### config.mk
export PLATFORM = sky130hd
export DESIGN_NAME = postfix_stack_evaluator_top
export DESIGN_NICKNAME = d
export VERILOG_FILES = /design/src/hw/rtl/pse_pkg.sv /design/src/hw/rtl/pse_ram.sv /design/src/hw/rtl/postfix_stack_evaluator_top.sv
export VERILOG_INCLUDE_DIRS = /design/src /design/src/hw/rtl
export SDC_FILE = /design/constraint.sdc
export NUM_CORES = 2
export LEC_CHECK = 0
export ABC_AREA = 1
export BUFFER_PORTS_ARGS = -buffer_cell sky130_fd_sc_hd__buf_4
export CAP_MARGIN = 5
export CELL_PAD_IN_SITES_DETAIL_PLACEMENT = 1
export CELL_PAD_IN_SITES_GLOBAL_PLACEMENT = 1
export CORE_MARGIN = 2
export CORE_UTILIZATION = 43
export DETAILED_ROUTE_END_ITERATION = 16
export HOLD_SLACK_MARGIN = 0.15
export PLACE_DENSITY = 0.67
export SETUP_SLACK_MARGIN = 0.05
export SLEW_MARGIN = 40
export SYNTH_ARGS = -nofsm -noshare
export SYNTH_HDL_FRONTEND = slang
export SYNTH_SLANG_ARGS = --single-unit
export TNS_END_PERCENT = 30
### constraint.sdc
create_clock -name clk -period 14.97 [get_ports clk]
set_clock_uncertainty 0.15 [all_clocks]
set_input_delay 2.994 -clock clk [delete_from_list [all_inputs] [get_ports clk]]
set_output_delay 2.994 -clock clk [all_outputs]
set_load 0.02 [all_outputs]
### src/hw/rtl/assert_macros.svh
// Assertion macros for the RTL of the postfix evaluator, included by postfix_stack_evaluator_top.
// Each macro samples on clk and is disabled while rst is high.
`ifndef ASSERT_MACROS_SVH
`define ASSERT_MACROS_SVH

// expr holds on every clock edge
`define ASSERT_ALWAYS(label, expr, msg) \
  label: assert property (@(posedge clk) disable iff (rst) (expr)) else $error(msg);

// cons holds on the same edge as ante
`define ASSERT_IMPLIES(label, ante, cons, msg) \
  label: assert property (@(posedge clk) disable iff (rst) (ante) |-> (cons)) else $error(msg);

// cons holds on the edge after ante
`define ASSERT_NEXT(label, ante, cons, msg) \
  label: assert property (@(posedge clk) disable iff (rst) (ante) |=> (cons)) else $error(msg);

`endif

### src/hw/rtl/pse_pkg.sv
// Package for the postfix evaluator: sizes, character and status codes, beat types.
// No dependencies.
package pse_pkg;

  localparam int STACK_DEPTH = 16;
  localparam int FRAC_BITS   = 16;

  localparam int DATA_W = 32;
  localparam int PROD_W = 2 * DATA_W;
  localparam int SP_W   = $clog2(STACK_DEPTH + 1);
  localparam int ADDR_W = $clog2(STACK_DEPTH);
  localparam int DVD_W  = DATA_W + FRAC_BITS;
  localparam int SQX_W  = DATA_W - 1 + FRAC_BITS;
  localparam int SQ_W   = SQX_W + (SQX_W % 2);
  localparam int ROOT_W = SQ_W / 2;
  localparam int CNT_W  = $clog2(DVD_W + 1);
  localparam int DIG_W  = 4 + FRAC_BITS;

  localparam logic [7:0] CH_ADD  = 8'h2B;
  localparam logic [7:0] CH_SUB  = 8'h2D;
  localparam logic [7:0] CH_MUL  = 8'h2A;
  localparam logic [7:0] CH_DIV  = 8'h2F;
  localparam logic [7:0] CH_ROOT = 8'h24;
  localparam logic [7:0] CH_ZERO = 8'h30;
  localparam logic [7:0] CH_NINE = 8'h39;

  localparam logic [2:0] ST_OK        = 3'd0;
  localparam logic [2:0] ST_UNDERFLOW = 3'd1;
  localparam logic [2:0] ST_OVERFLOW  = 3'd2;
  localparam logic [2:0] ST_DIVZERO   = 3'd3;
  localparam logic [2:0] ST_NEGROOT   = 3'd4;
  localparam logic [2:0] ST_EMPTY     = 3'd5;
  localparam logic [2:0] ST_SATURATED = 3'd6;

  localparam logic [DATA_W-1:0] VAL_MAX = {1'b0, {(DATA_W-1){1'b1}}};
  localparam logic [DATA_W-1:0] VAL_MIN = {1'b1, {(DATA_W-1){1'b0}}};

  typedef struct packed {
    logic [7:0] char_code;
    logic       end_of_expression;
  } pse_item_t;

  typedef struct packed {
    logic signed [DATA_W-1:0] value;
    logic [2:0]               status;
  } pse_res_t;

endpackage

### src/hw/rtl/pse_ram.sv
// Generic single-write, single-read RAM with registered read data.
// No dependencies; contents are undefined until written.
module pse_ram #(
  parameter int WIDTH = 32,
  parameter int DEPTH = 16
) (
  input  logic                     clk,
  input  logic                     we,
  input  logic [$clog2(DEPTH)-1:0] waddr,
  input  logic [WIDTH-1:0]         wdata,
  input  logic [$clog2(DEPTH)-1:0] raddr,
  output logic [WIDTH-1:0]         rdata
);

  logic [WIDTH-1:0] mem [DEPTH];

  always_ff @(posedge clk) begin
    if (we) begin
      mem[waddr] <= wdata;
    end
    rdata <= mem[raddr];
  end

endmodule

### src/hw/rtl/postfix_stack_evaluator_top.sv
// Postfix evaluator over a STACK_DEPTH-deep signed fixed-point operand stack (pse_pkg, pse_ram).
// One character per beat. A digit or an ignored character passes through decode and finish;
// + - * also run 32 serial bit steps, / runs in the restoring divider and $ in the root
// unit, each followed by a write-back. The result beat is registered in the finish state,
// which holds while an earlier result is stalled; the next character is taken while that beat waits.
// rst (synchronous) empties the stack and clears the error; the stack RAM is not cleared.
`include "assert_macros.svh"

module postfix_stack_evaluator_top (
  input  logic                clk,
  input  logic                rst,
  input  logic                item_valid,
  output logic                item_stall,
  input  pse_pkg::pse_item_t  item,
  output logic                res_valid,
  input  logic                res_stall,
  output pse_pkg::pse_res_t   res
);
  import pse_pkg::*;

  localparam logic [2:0] S_IDLE = 3'd0;
  localparam logic [2:0] S_DEC  = 3'd1;
  localparam logic [2:0] S_ADD  = 3'd2;
  localparam logic [2:0] S_MUL  = 3'd3;
  localparam logic [2:0] S_DIV  = 3'd4;
  localparam logic [2:0] S_SQRT = 3'd5;
  localparam logic [2:0] S_WB   = 3'd6;
  localparam logic [2:0] S_FIN  = 3'd7;

  function automatic logic [2:0] flag(input logic [2:0] cur, input logic [2:0] code);
    return (cur == ST_OK) ? code : cur;
  endfunction

  logic [2:0]        state, state_next;
  logic [SP_W-1:0]   sp, sp_next;
  logic [2:0]        err, err_next;
  logic [DATA_W-1:0] top, top_next;
  logic [7:0]        chr;
  logic              last;
  logic [CNT_W-1:0]  cnt;

  logic              ram_we;
  logic [ADDR_W-1:0] ram_waddr;
  logic [DATA_W-1:0] ram_wdata;
  logic [ADDR_W-1:0] rd_addr;
  logic [DATA_W-1:0] rdata;

  logic              neg;
  logic [DATA_W-1:0] mag_a_r, mag_b_r;
  logic [DATA_W-1:0] sa, sb, sr;
  logic              carry, a_sign, b_sign;
  logic [PROD_W-1:0] prod;
  logic [DVD_W-1:0]  quot;
  logic [DATA_W-1:0] drem;
  logic [SQ_W-1:0]   sq_x;
  logic [ROOT_W-1:0] sq_rem, sq_root;

  logic [SP_W-1:0]   sp_m1, sp_m2;
  logic              is_digit;
  logic [3:0]        dig;
  logic [DIG_W-1:0]  dig_wide;
  logic [PROD_W-1:0] dig_ext;
  logic              dig_sat;
  logic [DATA_W-1:0] dig_val;
  logic [DATA_W-1:0] mag_a, mag_b;
  logic              add_bit, add_carry;
  logic [DATA_W:0]   mul_sum;
  logic [DATA_W:0]   div_shift, div_diff;
  logic              div_ge;
  logic [ROOT_W+1:0] sq_sh, sq_trial;
  logic [ROOT_W+2:0] sq_diff;
  logic              sq_ge;
  logic [PROD_W-1:0] wq;
  logic              wq_hi_nz, wq_lo_nz;
  logic              wb_sat;
  logic [DATA_W-1:0] wb_val;
  logic              res_load;

  pse_ram #(.WIDTH(DATA_W), .DEPTH(STACK_DEPTH)) u_stack (
    .clk   (clk),
    .we    (ram_we),
    .waddr (ram_waddr),
    .wdata (ram_wdata),
    .raddr (rd_addr),
    .rdata (rdata)
  );

  assign item_stall = (state != S_IDLE);

  assign sp_m1   = sp - SP_W'(1);
  assign sp_m2   = sp - SP_W'(2);
  assign rd_addr = ADDR_W'(sp_m2);

  assign is_digit = (chr >= CH_ZERO) && (chr <= CH_NINE);
  assign dig      = 4'(chr - CH_ZERO);
  assign dig_wide = DIG_W'(dig) << FRAC_BITS;
  assign dig_ext  = PROD_W'(dig_wide);
  assign dig_sat  = |dig_ext[PROD_W-1:DATA_W-1];
  assign dig_val  = dig_sat ? VAL_MAX : dig_ext[DATA_W-1:0];

  assign mag_a = rdata[DATA_W-1] ? (~rdata + 1'b1) : rdata;
  assign mag_b = top[DATA_W-1] ? (~top + 1'b1) : top;

  // serial datapath steps
  assign add_bit   = sa[0] ^ sb[0] ^ carry;
  assign add_carry = (sa[0] & sb[0]) | (sa[0] & carry) | (sb[0] & carry);
  assign mul_sum   = {1'b0, prod[PROD_W-1:DATA_W]} + {1'b0, (prod[0] ? mag_a_r : '0)};
  assign div_shift = {drem, quot[DVD_W-1]};
  assign div_diff  = div_shift - {1'b0, mag_b_r};
  assign div_ge    = !div_diff[DATA_W];
  assign sq_sh     = {sq_rem, sq_x[SQ_W-1 -: 2]};
  assign sq_trial  = {sq_root, 2'b01};
  assign sq_diff   = {1'b0, sq_sh} - {1'b0, sq_trial};
  assign sq_ge     = !sq_diff[ROOT_W+2];

  // write-back: sign, saturation
  assign wq       = (chr == CH_MUL) ? (prod >> FRAC_BITS) : PROD_W'(quot);
  assign wq_hi_nz = |wq[PROD_W-1:DATA_W];
  assign wq_lo_nz = |wq[DATA_W-2:0];

  always_comb begin
    wb_sat = 1'b0;
    wb_val = sr;
    case (chr) inside
      CH_ADD, CH_SUB: begin
        wb_sat = (a_sign == b_sign) && (sr[DATA_W-1] != a_sign);
        wb_val = wb_sat ? (a_sign ? VAL_MIN : VAL_MAX) : sr;
      end
      CH_ROOT: begin
        wb_val = DATA_W'(sq_root);
      end
      default: begin
        if (!neg) begin
          wb_sat = wq_hi_nz || wq[DATA_W-1];
          wb_val = wb_sat ? VAL_MAX : wq[DATA_W-1:0];
        end else begin
          wb_sat = wq_hi_nz || (wq[DATA_W-1] && wq_lo_nz);
          wb_val = wb_sat ? VAL_MIN : (~wq[DATA_W-1:0] + 1'b1);
        end
      end
    endcase
  end

  always_comb begin
    state_next = state;
    sp_next    = sp;
    err_next   = err;
    top_next   = top;
    ram_we     = 1'b0;
    ram_waddr  = ADDR_W'(sp);
    ram_wdata  = top;
    res_load   = 1'b0;
    unique case (state) inside
      S_IDLE: begin
        if (item_valid) begin
          state_next = S_DEC;
        end
      end
      S_DEC: begin
        state_next = S_FIN;
        if (is_digit) begin
          if (dig_sat) begin
            err_next = flag(err_next, ST_SATURATED);
          end
          if (sp >= SP_W'(STACK_DEPTH)) begin
            err_next = flag(err_next, ST_OVERFLOW);
          end else begin
            ram_we    = 1'b1;
            ram_waddr = ADDR_W'(sp);
            ram_wdata = dig_val;
            top_next  = dig_val;
            sp_next   = sp + SP_W'(1);
          end
        end else if (chr inside {CH_ADD, CH_SUB, CH_MUL, CH_DIV}) begin
          if (sp < SP_W'(2)) begin
            err_next = flag(err, ST_UNDERFLOW);
          end else if ((chr == CH_DIV) && (top == '0)) begin
            err_next  = flag(err, ST_DIVZERO);
            ram_we    = 1'b1;
            ram_waddr = ADDR_W'(sp_m2);
            ram_wdata = '0;
            top_next  = '0;
            sp_next   = sp_m1;
          end else if (chr == CH_MUL) begin
            state_next = S_MUL;
          end else if (chr == CH_DIV) begin
            state_next = S_DIV;
          end else begin
            state_next = S_ADD;
          end
        end else if (chr == CH_ROOT) begin
          if (sp == '0) begin
            err_next = flag(err, ST_UNDERFLOW);
          end else if (top[DATA_W-1]) begin
            err_next  = flag(err, ST_NEGROOT);
            ram_we    = 1'b1;
            ram_waddr = ADDR_W'(sp_m1);
            ram_wdata = '0;
            top_next  = '0;
          end else begin
            state_next = S_SQRT;
          end
        end
      end
      S_ADD, S_MUL, S_DIV, S_SQRT: begin
        if (cnt == CNT_W'(1)) begin
          state_next = S_WB;
        end
      end
      S_WB: begin
        state_next = S_FIN;
        if (wb_sat) begin
          err_next = flag(err, ST_SATURATED);
        end
        ram_we    = 1'b1;
        ram_wdata = wb_val;
        top_next  = wb_val;
        if (chr == CH_ROOT) begin
          ram_waddr = ADDR_W'(sp_m1);
        end else begin
          ram_waddr = ADDR_W'(sp_m2);
          sp_next   = sp_m1;
        end
      end
      S_FIN: begin
        if (!last) begin
          state_next = S_IDLE;
        end else if (!res_valid || !res_stall) begin
          res_load   = 1'b1;
          sp_next    = '0;
          err_next   = ST_OK;
          state_next = S_IDLE;
        end
      end
      default: begin
        state_next = S_IDLE;
      end
    endcase
  end

  always_ff @(posedge clk) begin
    if (rst) begin
      state     <= S_IDLE;
      sp        <= '0;
      err       <= ST_OK;
      res_valid <= 1'b0;
    end else begin
      state <= state_next;
      sp    <= sp_next;
      err   <= err_next;
      if (res_load) begin
        res_valid <= 1'b1;
      end else if (!res_stall) begin
        res_valid <= 1'b0;
      end
    end
  end

  always_ff @(posedge clk) begin
    top <= top_next;
    if (res_load) begin
      res.value  <= (sp == '0) ? '0 : top;
      res.status <= (err != ST_OK) ? err : ((sp == '0) ? ST_EMPTY : ST_OK);
    end
    if ((state == S_IDLE) && item_valid) begin
      chr  <= item.char_code;
      last <= item.end_of_expression;
    end
    unique case (state) inside
      S_DEC: begin
        if (chr == CH_DIV) begin
          cnt <= CNT_W'(DVD_W);
        end else if (chr == CH_ROOT) begin
          cnt <= CNT_W'(ROOT_W);
        end else begin
          cnt <= CNT_W'(DATA_W);
        end
        neg     <= rdata[DATA_W-1] ^ top[DATA_W-1];
        mag_a_r <= mag_a;
        mag_b_r <= mag_b;
        sa      <= rdata;
        sb      <= (chr == CH_SUB) ? ~top : top;
        carry   <= (chr == CH_SUB);
        a_sign  <= rdata[DATA_W-1];
        b_sign  <= top[DATA_W-1] ^ (chr == CH_SUB);
        prod    <= {{DATA_W{1'b0}}, mag_b};
        quot    <= DVD_W'(mag_a) << FRAC_BITS;
        drem    <= '0;
        sq_x    <= SQ_W'(top[DATA_W-2:0]) << FRAC_BITS;
        sq_rem  <= '0;
        sq_root <= '0;
      end
      S_ADD: begin
        cnt   <= cnt - CNT_W'(1);
        sa    <= sa >> 1;
        sb    <= sb >> 1;
        sr    <= {add_bit, sr[DATA_W-1:1]};
        carry <= add_carry;
      end
      S_MUL: begin
        cnt  <= cnt - CNT_W'(1);
        prod <= {mul_sum, prod[DATA_W-1:1]};
      end
      S_DIV: begin
        cnt  <= cnt - CNT_W'(1);
        drem <= div_ge ? div_diff[DATA_W-1:0] : div_shift[DATA_W-1:0];
        quot <= {quot[DVD_W-2:0], div_ge};
      end
      S_SQRT: begin
        cnt     <= cnt - CNT_W'(1);
        sq_rem  <= sq_ge ? ROOT_W'(sq_diff) : ROOT_W'(sq_sh);
        sq_root <= {sq_root[ROOT_W-2:0], sq_ge};
        sq_x    <= sq_x << 2;
      end
      default: begin
      end
    endcase
  end

  `ASSERT_ALWAYS(a_sp_bound, sp <= SP_W'(STACK_DEPTH), "stack pointer beyond depth")
  `ASSERT_IMPLIES(a_cnt_live, state == S_ADD || state == S_MUL || state == S_DIV || state == S_SQRT, cnt != '0, "serial unit running with zero count")
  `ASSERT_IMPLIES(a_empty_zero, res_valid && res.status == ST_EMPTY, res.value == '0, "empty result with nonzero value")
  `ASSERT_NEXT(a_err_sticky, err != ST_OK && state != S_FIN, err == $past(err), "sticky error changed")
  `ASSERT_IMPLIES(a_emit_clear, $rose(res_valid), sp == '0 && err == ST_OK, "state not cleared after result")

endmodule
==> impl_results.md <==
* TritonCTS Sinks at 1026
* Crit path time final at around 5.8 ns
* Worst path top cell family by delay: buffers and inverters
* Area of the core at around 110000 µm²
* Synth top area cells: edfxtp_1, nand2_1, o21ai_0
* Switching pwr at 5.510 mW
* Simple-gate share of the synthesized area at ~15%
* CTS Hold Buffers Added at 0
* Largest family of logic cells by synthesized area: simple AND/OR/NAND/NOR gates
* Switching share of power at 43.55%
* Max Cap Viol at 0
* Die height at roughly 340 µm
* CP Class: reg2reg
* Worst Path Required at 15.21 ns
* Synth warn at 0
* Placed Instances at between 6000 and 7000
* Hold path start: sr[3]
* Port bufs at 49
* Worst hold path class: reg2reg
* RSZ-0062 raised after global routing: no
* WP buf/inv at 6
* Layout cells sized above 1 at under 10%
* Min Hold Slack at 0.2974 ns
* Combinational Power Share at 42.2%
* Crit share post-route at 38.68%
* EDFF count, synth at 950
* Vias in the first global route at 36840
* Clock root buffer: clkbuf_16
* Initial core utilization at 43.24%
* Largest area contributor in the netlist: edfxtp_1
* Post-synthesis mux area share at 0%
* Setup Total Neg Slack at 0 ns
* Post-DR wirelength/cell at around 24 µm
* Worst Path Arrival at 6.03 ns
* Largest net degree at the start of global routing at 100
* H-tree depth at 3
* Final Non-Filler Cells at between 6000 and 7000
* Worst r2r src: state[0]
* CP Max Fanout at between 40 and 50
* DIE AREA at 115500 µm²
* Largest buffer count on any clock path at 3
* Mean area per synthesized cell at 10.18 µm²
* Clock transition at the registers of the reported paths at 0.06 ns
* Slew Viols, Final at 0
* First-pass GRT wire length at 230100 µm
* Peak VDD IR at 0.1594 mV
* CP Launch Point: state[0]
* Setup crit start kind: flop
* Area Overhead vs Synth at 12.51%
* Synth Area in Compound Gates at 12.99%
* Setup-failing EPs final at 0
* Leakage at 20.62 nW
* Setup bufs post-CTS at 0
* Post-Route WL at around 150000 µm
* Hold Violations, Final at 0
* # DRC at 0
* Post-Syn Nets at 4880
* Worst-Margin Slew at about 0.82 ns
* Synth Area in Adders at 2.703%
* Mapped cell area at about 49000 µm²
* Antenna viol nets, final at 0
* CTS tree: built
* All-Layer GR Usage at 26.08%
* # rows at 123
* Post-Synth XOR/XNOR Area at 2.185%
* Resize count post-CTS at 0
* Layout Nets at 4894
* TritonCTS buffer count at 111
* Main synth FF type: edfxtp_1
* Crit path largest cell delay at 0.66 ns
* I/O pin cnt at 50
* Seq/Total Area, Yosys at between 60% and 70%
* Dpl hpwl at 104300 µm
* Pre-antenna DRT Iters at 5
* Yosys cell types at between 50 and 60
* Routability cong. at 0.8938
* Post-synth ARST share at 0%
* Number of vias per cell at approximately 5.7
* Initial antenna violation count at 8
* Worst-Skew Late Latency at 0.73 ns
* Die width at ~340 µm
* Flop pwr share at 36.0%
* Part of the power in the clock network at 21.8%
* Gr ovfl total at 0
* Pint at 7.142 mW
* Critical path, cell by cell: inv_1 -> nor2_4 -> inv_1 -> nor2_4 -> buf_4 -> buf_4 -> inv_1 -> o21ai_0 -> xor2_1 -> nand3_1 -> nor2_4 -> buf_4
* FF+latch count, synth at 1026
* P per Cell Area at 231.8 nW/µm²
* Slowest-stage cell, CP: nor2_4
* Util after Layout at 48.64%
* Timing-limited maximum frequency at approximately 170 MHz
* DR iter-0 viols at 3046
* Max_slew headroom at 44.91%
* Via count at 36090
* Top cell type's share of synthesized area at between 50% and 60%
* CP Capture Type: flop
* Synth Instances at approximately 4800
* Outcome: complete, no violations
[cells in the final DEF (no fill, tap or decap), drive strengths merged, types with 13 or more instances in the layout]
master  count
clkinv     54
o21a       13
nand2     865
edfxtp    950
nor4       23
nand3b     13
inv       407
nand3     176
a31oi      19
nand4      30
a21oi     236
dfxtp      76
xor2       93
o22ai      31
nor2      616
clkbuf    142
ha        100
xnor2      28
nor3       44
o221ai    103
o211ai     42
o21ai     611
o21bai     14
buf       117
[area by class of cell]
cell class,instances,area [µm²]
Fill cell,12200,57620
Inverter,413,1562
Clock inverter,63,626.9
Clock buffer,142,2998
Antenna cell,3,7.507
Sequential cell,1026,30060
Timing Repair Buffer,117,1060
Multi-Input combinational cell,3109,16390
Tap cell,1500,1877
[power by group through the flow]
stage	Clock, mW	Sequential (mW)	Combinational, mW
after CTS	2.81	4.55	5.34
after detailed placement	0	4.60	5.30
final	2.76	4.55	5.34
after global routing	2.91	4.61	5.87
after global placement	0	4.61	5.15
after floorplan	0	4.44	3.31
[synthesized netlist by cell type, types with 6 or more instances]
| cell | n |
|---|---|
| a21boi_0 | 8 |
| a21o_1 | 9 |
| a21oi_1 | 236 |
| a31oi_1 | 19 |
| buf_1 | 19 |
| buf_2 | 10 |
| clkbuf_1 | 178 |
| clkinv_1 | 7 |
| dfxtp_1 | 76 |
| edfxtp_1 | 950 |
| ha_1 | 100 |
| inv_1 | 402 |
| nand2_1 | 843 |
| nand2_2 | 18 |
| nand3_1 | 173 |
| nand3b_1 | 13 |
| nand4_1 | 29 |
| nor2_1 | 605 |
| nor3_1 | 40 |
| nor4_1 | 23 |
| o211ai_1 | 42 |
| o21a_1 | 13 |
| o21ai_0 | 584 |
| o21ai_1 | 22 |
| o21bai_1 | 14 |
| o221ai_1 | 103 |
| o22ai_1 | 31 |
| o31ai_1 | 6 |
| xnor2_1 | 28 |
| xor2_1 | 93 |
[worst register-to-register path, stage by stage (launching register included)]
cell,delay [ns]
dfxtp_1,0.35
inv_1,0.15
nor2_4,0.60
inv_1,0.26
nor2_4,0.12
buf_4,0.49
buf_4,0.65
inv_1,0.39
o21ai_0,0.43
xor2_1,0.30
nand3_1,0.43
nor2_4,0.66
buf_4,0.44
[flip-flops by register name, indices dropped and copies added (netlist names), 35 cells and up]
signal	count
quot	48
u_stack.mem	512
res	35
prod	64
[cell families after synthesis]
logic type,after synthesis
AND/OR/NAND/NOR,1776
AO/OA/AOI/OAI,1109
flip-flops,1026
buffers and inverters,629
XOR/XNOR,121
adder cells (fa/ha/maj),103
[path summary, 6_finish.rpt]
kind | to | depth (start not counted) | slack (ns)
worst max-delay path | u_stack.mem[7][16] | 12 | 9.18
worst min-delay path | sr[2] | 0 | 0.30
worst max register to register | u_stack.mem[7][16] | 12 | 9.18
worst min register to register | sr[2] | 0 | 0.30
[routing by layer]
metal / track usage (%) / wire length, µm
met5: 0 / 41
met1: 35.09 / 66150
met4: 8.619 / 4686
met2: 43.93 / 74590
met3: 3.105 / 7265
[stage by stage]
stage / power [mW] / worst slack [ns] / area, µm²
3_3_place_gp: 9.759 / 9.392 / 50560
5_1_grt: 13.40 / 8.846 / 54570
4_1_cts: 12.70 / 9.204 / 54500
6_report: 12.65 / 9.180 / 54570
3_5_place_dp: 9.909 / 9.232 / 50870
2_1_floorplan: 7.753 / 5.646 / 48510
No activity file was read; power rests on OpenSTA's default activity.
